<file path="config.mk">
export PLATFORM = sky130hd
export DESIGN_NAME = paged_frame_receiver_unit
export DESIGN_NICKNAME = d
export VERILOG_FILES = /design/src/hdl/pfr_pkg.sv /design/src/hdl/paged_frame_receiver_unit.sv
export SDC_FILE = /design/constraint.sdc
export NUM_CORES = 1
export LEC_CHECK = 0
export ABC_CLOCK_PERIOD_IN_PS = 6800
export BUFFER_PORTS_ARGS = -buffer_cell sky130_fd_sc_hd__buf_2
export CORE_UTILIZATION = 35
export DETAILED_ROUTE_END_ITERATION = 10
export PLACE_DENSITY_LB_ADDON = 0.05
export SLEW_MARGIN = 10
export SYNTH_ARGS = -nofsm -noshare
export SYNTH_HDL_FRONTEND = slang
export SYNTH_SLANG_ARGS = --single-unit
export TNS_END_PERCENT = 1
</file>
<file path="constraint.sdc">
create_clock -name clk -period 6.8 [get_ports clk]
set_input_delay 1.02 -clock clk [delete_from_list [all_inputs] [get_ports clk]]
set_output_delay 1.02 -clock clk [all_outputs]
set_load 0.02 [all_outputs]
</file>
<file path="src/hdl/pfr_pkg.sv">
`timescale 1ns / 1ps

package pfr_pkg;

  // Frame layout
  localparam int PAYLOAD_BYTES    = 40;
  localparam int PAGE_BYTES       = 26;
  localparam int FLAGS_BYTE_INDEX = 0;
  localparam int COMMON_BYTES     = (PAYLOAD_BYTES > PAGE_BYTES) ?
                                    (PAYLOAD_BYTES - PAGE_BYTES) : 0;

  // Header and trailer characters
  localparam logic [7:0] HDR_FIRST  = 8'h3E;  // '>'
  localparam logic [7:0] HDR_SECOND = 8'h2A;  // '*'
  localparam logic [7:0] TRAILER    = 8'h3C;  // '<'

  // Page codes from the flags byte
  localparam logic [1:0] PAGE_ONE = 2'd1;
  localparam logic [1:0] PAGE_TWO = 2'd2;

  typedef enum logic [1:0] {
    PH_HUNT    = 2'd0,
    PH_HDR2    = 2'd1,
    PH_PAYLOAD = 2'd2,
    PH_TRAILER = 2'd3
  } phase_t;

endpackage

</file>
<file path="src/hdl/paged_frame_receiver_unit.sv">
`timescale 1ns / 1ps

// Paged frame receiver: takes one received byte per transfer on rx_* and gives
// exactly one result per byte on res_* (a store write for payload bytes, a
// frame-end status for the trailer byte, neither for other bytes). A byte can
// be taken every clock cycle; its result appears in the result register in
// the cycle after the transfer. The input is stalled only while that single
// result register holds a result that the downstream side is stalling.
module paged_frame_receiver_unit
  import pfr_pkg::*;
(
  input  logic       clk,
  input  logic       rst,
  input  logic       rx_valid,
  output logic       rx_stall,
  input  logic [7:0] rx_byte,
  output logic       res_valid,
  input  logic       res_stall,
  output logic       store_write,
  output logic [6:0] store_address,
  output logic [7:0] store_data,
  output logic       frame_end,
  output logic       frame_good,
  output logic [1:0] frame_page
);

  localparam logic [5:0] PAYLOAD_LEN = 6'(PAYLOAD_BYTES);
  localparam logic [5:0] COMMON_LEN  = 6'(COMMON_BYTES);
  localparam logic [5:0] FLAGS_IDX   = 6'(FLAGS_BYTE_INDEX);
  localparam logic [7:0] SHIFT_ONE   = 8'(PAGE_BYTES);
  localparam logic [7:0] SHIFT_TWO   = 8'(2 * PAGE_BYTES);

  phase_t     phase, phase_next;
  logic [5:0] bytes_left, bytes_left_next;
  logic [1:0] page_bits, page_bits_next;

  logic       accept;
  logic       wr_next, end_next, good_next;
  logic [6:0] addr_next;
  logic [7:0] data_next;
  logic [1:0] pg_next;

  logic [5:0] left, idx;
  logic [7:0] shift, addr_sum;

  assign rx_stall = res_valid && res_stall;
  assign accept   = rx_valid && !rx_stall;

  // State registers
  always_ff @(posedge clk) begin
    if (rst) begin
      phase      <= PH_HUNT;
      bytes_left <= '0;
      page_bits  <= '0;
    end else if (accept) begin
      phase      <= phase_next;
      bytes_left <= bytes_left_next;
      page_bits  <= page_bits_next;
    end
  end

  // Payload index and store address
  always_comb begin
    if (bytes_left == '0 || bytes_left > PAYLOAD_LEN) begin
      left = 6'd1;
      idx  = '0;
    end else begin
      left = bytes_left;
      idx  = PAYLOAD_LEN - bytes_left;
    end
    case (page_bits)
      PAGE_ONE: shift = SHIFT_ONE;
      PAGE_TWO: shift = SHIFT_TWO;
      default:  shift = '0;
    endcase
    addr_sum = {2'b00, idx} + shift;
  end

  // Next state and result
  always_comb begin
    phase_next      = phase;
    bytes_left_next = bytes_left;
    page_bits_next  = page_bits;
    wr_next         = 1'b0;
    addr_next       = '0;
    data_next       = '0;
    end_next        = 1'b0;
    good_next       = 1'b0;
    pg_next         = '0;
    case (phase)
      PH_HUNT: begin
        if (rx_byte == HDR_FIRST) phase_next = PH_HDR2;
      end
      PH_HDR2: begin
        if (rx_byte == HDR_SECOND) begin
          phase_next      = PH_PAYLOAD;
          bytes_left_next = PAYLOAD_LEN;
        end else begin
          phase_next = PH_HUNT;
        end
      end
      PH_PAYLOAD: begin
        wr_next   = 1'b1;
        data_next = rx_byte;
        if (idx < COMMON_LEN) begin
          if (idx == FLAGS_IDX) page_bits_next = rx_byte[1:0];
          addr_next = {1'b0, idx};
        end else begin
          addr_next = addr_sum[6:0];
        end
        bytes_left_next = left - 6'd1;
        if (left == 6'd1) phase_next = PH_TRAILER;
      end
      PH_TRAILER: begin
        end_next   = 1'b1;
        good_next  = (rx_byte == TRAILER);
        pg_next    = page_bits;
        phase_next = PH_HUNT;
      end
      default: phase_next = PH_HUNT;
    endcase
  end

  // Result register
  always_ff @(posedge clk) begin
    if (rst) begin
      res_valid <= 1'b0;
    end else if (accept) begin
      res_valid <= 1'b1;
    end else if (!res_stall) begin
      res_valid <= 1'b0;
    end
  end

  always_ff @(posedge clk) begin
    if (accept) begin
      store_write   <= wr_next;
      store_address <= addr_next;
      store_data    <= data_next;
      frame_end     <= end_next;
      frame_good    <= good_next;
      frame_page    <= pg_next;
    end
  end

endmodule

</file>
==> impl_results.md <==
* Fmax at 317 MHz
* Total design power at 419 uW
* Post-Syn Instances at 200
* Die height at 76.3 um
* Vias in the first global route at 1526
* Worst r2r dst: store_address[5]
* Worst-path maximum fanout at 10
* Detailed-route DRC error count at 0
* Synth top cells by count: edfxtp_1 (20), inv_1 (17), nor2_1 (17), nand2_1 (12), dfxtp_1 (11)
* PortBufs at 33
* Area Growth Syn to Fin at 16.5%
* Area leader, netlist: edfxtp_1
* Crit path time final at 3.16 ns
* Final hold violations at 0
* Hold endpoint: page_bits[0]
* Worst slew margin at 0.418
* Detail Route Antenna Nets at 0
* Hold Startpoint: page_bits[0]
* CTS clock-pin slew for the worst setup and hold paths at 0.06 ns
* Worst reg-to-reg path cell count at 13
* First-pass GRT wire length at 7420 um
* Largest family of logic cells by synthesized area: simple AND/OR/NAND/NOR gates
* Post-synthesis sequential area ratio at 0.424
* Worst path slowest cell: dfxtp_1
* Num ports at 34
* Core Rows at 26
* Post-synth EDFFs at 20
* Total gr overflow at 0
* GRT Util Overall at 0.161
* Via count at 1611
* Crit. End Element: flip-flop
* Crit path DAT at 3.18 ns
* Cell Area, Synth at 1930 um2
* CP peak stage delay at 0.47 ns
* N_diodes at 0
* Pwr/cell area at 186 nW/um2
* Drt wl/cell at 14.3 um
* RD Place Congestion at 0.878
* CTS sink cnt at 31
* CP startpoint kind: flip-flop
* Max-cap violations at 0
* Min-delay worst type: flip-flop to flip-flop
* Top delay family on crit path: simple AND/OR/NAND/NOR gates
* CTS tree: built
* Post-Synth Simple-Gate Area at 0.255
* Die area at 5830 um2
* Mux cell area share after synthesis at 0.0207
* Die width at 76.3 um
* Post-CTS Setup Bufs at 0
* Finish-stage setup viols at 0
* CTS Hold Bufs at 0
* Status: finished, final reports clean
* RSZ-0062 raised after global routing: false
* Antenna violations before repair at 0
* WP data required at 6.82 ns
* Final wirelength at 4310 um
* Clock buffer depth at 2
* Initial Util at 0.372
* VDD IR-drop max at 0.180 mV
* Layout cells sized above 1 at 0.224
* RR Startpoint: bytes_left[0]
* DP Wirelength at 3250 um
* Hold path depth at 2
* Hold WS at 0.519 ns
* Max-slew violations at 0
* Largest net degree at the start of global routing at 25
* Setup CP Type: flip-flop to flip-flop
* Least-Margin Pin Slew at 0.873 ns
* Warnings from Yosys at 0
* Setup slack, reg-to-reg at 3.64 ns
* Fin crit share at 0.464
* Worst-skew pair later-pin latency at 0.28 ns
* Synth Area in XOR/XNOR at 0.0226
* CTS resizes at 0
* Reg area at 821 um2
* Final clock skew at 0.00282 ns
* Yosys top cell area share at 0.310
* Iter 0 DRT Violations at 57
* CP cell instances: inv_1, ha_1, nand2b_2, nor4_4, nor3b_2, ha_1, inv_1, fa_1, nand2b_1, a21oi_1, nor2_1, xor2_1, nor3_1
* Drt pass-1 iters at 4
* Compound-Gate Fraction of Synth Area at 0.143
* H-tree Lvls at 2
* Setup TNS at 0 ns
* Vias per cell at 5.33
* CTS Buf Count at 5
* Multi-input logic area at 998 um2
* Ys flop type: edfxtp_1
* Root buf cell: clkbuf_8
* Top post-synthesis cells by area: edfxtp_1 (31%), dfxtp_1 (11%), ha_1 (6.5%), inv_1 (3.3%), nor2_1 (3.3%)
* Nets at 254
* Synthesized Nets at 223
* Unique masters post-synth at 55
* Syn Area/Cell at 9.67 um2
* Fillers at 542
* Core area at 5200 um2
* Synth Register Bits at 31
* Leakage at 0.000904 uW
* Top-count cell post-synth: edfxtp_1
* Asr flop ratio synth at 0
* Buf+Inv Stages, Crit Path at 2
* Synth Area in Adders at 0.0750
layout make-up:
class                      count  area share
multi-input combinational    143       0.443
clock buffer                   6      0.0366
clock inverter                 2      0.0155
tap                           70      0.0389
timing repair buffer          33      0.0733
sequential                    31       0.364
inverter                      17      0.0283
worst register-to-register path, cell delays in order, from the launching register on:
cell and delay, ns:
dfxtp_1 0.47, inv_1 0.12, ha_1 0.32, nand2b_2 0.19, nor4_4 0.09, nor3b_2 0.43
ha_1 0.26, inv_1 0.06, fa_1 0.38, nand2b_1 0.18, a21oi_1 0.15, nor2_1 0.07
xor2_1 0.14, nor3_1 0.06
registers in the layout (all words and copies together) (netlist names), named ones only:
name,count
store_data,8
store_address,7
bytes_left,6
frame_page,2
page_bits,2
frame_end,1
frame_good,1
phase,1
res_valid,1
store_write,1
layout by cell type, fill, tap and decap left out, types with 2 or more instances in the layout:
cell	synthesis	layout
ha_1	10	10
nand2_1	12	12
and2_1	10	10
xnor2_1	4	4
or3_1	2	2
dfxtp_1	11	11
inv_1	17	17
edfxtp_1	20	20
buf_2	5	33
nor3b_1	3	3
mux2i_1	4	4
o21ai_0	8	8
a22o_1	2	2
nor2_1	17	17
o211ai_1	2	2
nor3_1	9	9
nand3_1	4	4
and3_1	2	2
nor4_1	3	3
a21oi_1	10	10
nand2b_1	9	9
o21bai_1	2	2
clkbuf_8	0	6
report_power, final:
part	switching [uW]	internal [uW]
Combinational	17.6	8.23
Clock	67.6	118
Sequential	1.34	206
Total	86.5	332
logic make-up after synthesis:
| family | after synthesis |
|---|---|
| AND/OR/NAND/NOR | 85 |
| AO/OA/AOI/OAI | 38 |
| flip-flops | 31 |
| buffers and inverters | 26 |
| adder cells (fa/ha/maj) | 11 |
| XOR/XNOR | 5 |
| multiplexers | 4 |
worst max path at each step:
stage                  start          endpoint  slack (ns)  cells past startpoint
2_1_floorplan  bytes_left[0]  store_address[6]        4.06                     15
3_3_place_gp       res_stall     bytes_left[4]        3.73                      8
3_5_place_dp       res_stall     bytes_left[4]        3.70                      8
4_1_cts        bytes_left[0]  store_address[5]        3.70                     13
5_1_grt        bytes_left[0]  store_address[6]        3.41                     13
6_report       bytes_left[0]  store_address[5]        3.64                     13
layer usage:
metal | vias to the layer above | wire length [um] | GRT usage
met5 | - | 0 | 0
met4 | 0 | 70 | 0.0596
met3 | 7 | 229 | 0.0419
met2 | 51 | 2120 | 0.261
met1 | 786 | 1890 | 0.206
li1 | 767 | - | -
stage by stage:
stage / area (um2) / util / std cells / setup slack [ns]
final: 2250 / 0.433 / 302 / 3.64
after global routing: 2250 / 0.433 / 302 / 3.41
after CTS: 2250 / 0.433 / 302 / 3.70
after detailed placement: 2140 / 0.410 / 294 / 3.70
after global placement: 2140 / 0.410 / 294 / 3.73
after floorplan: 1930 / - / 200 / 4.06
(Power assumes the default switching activity.)
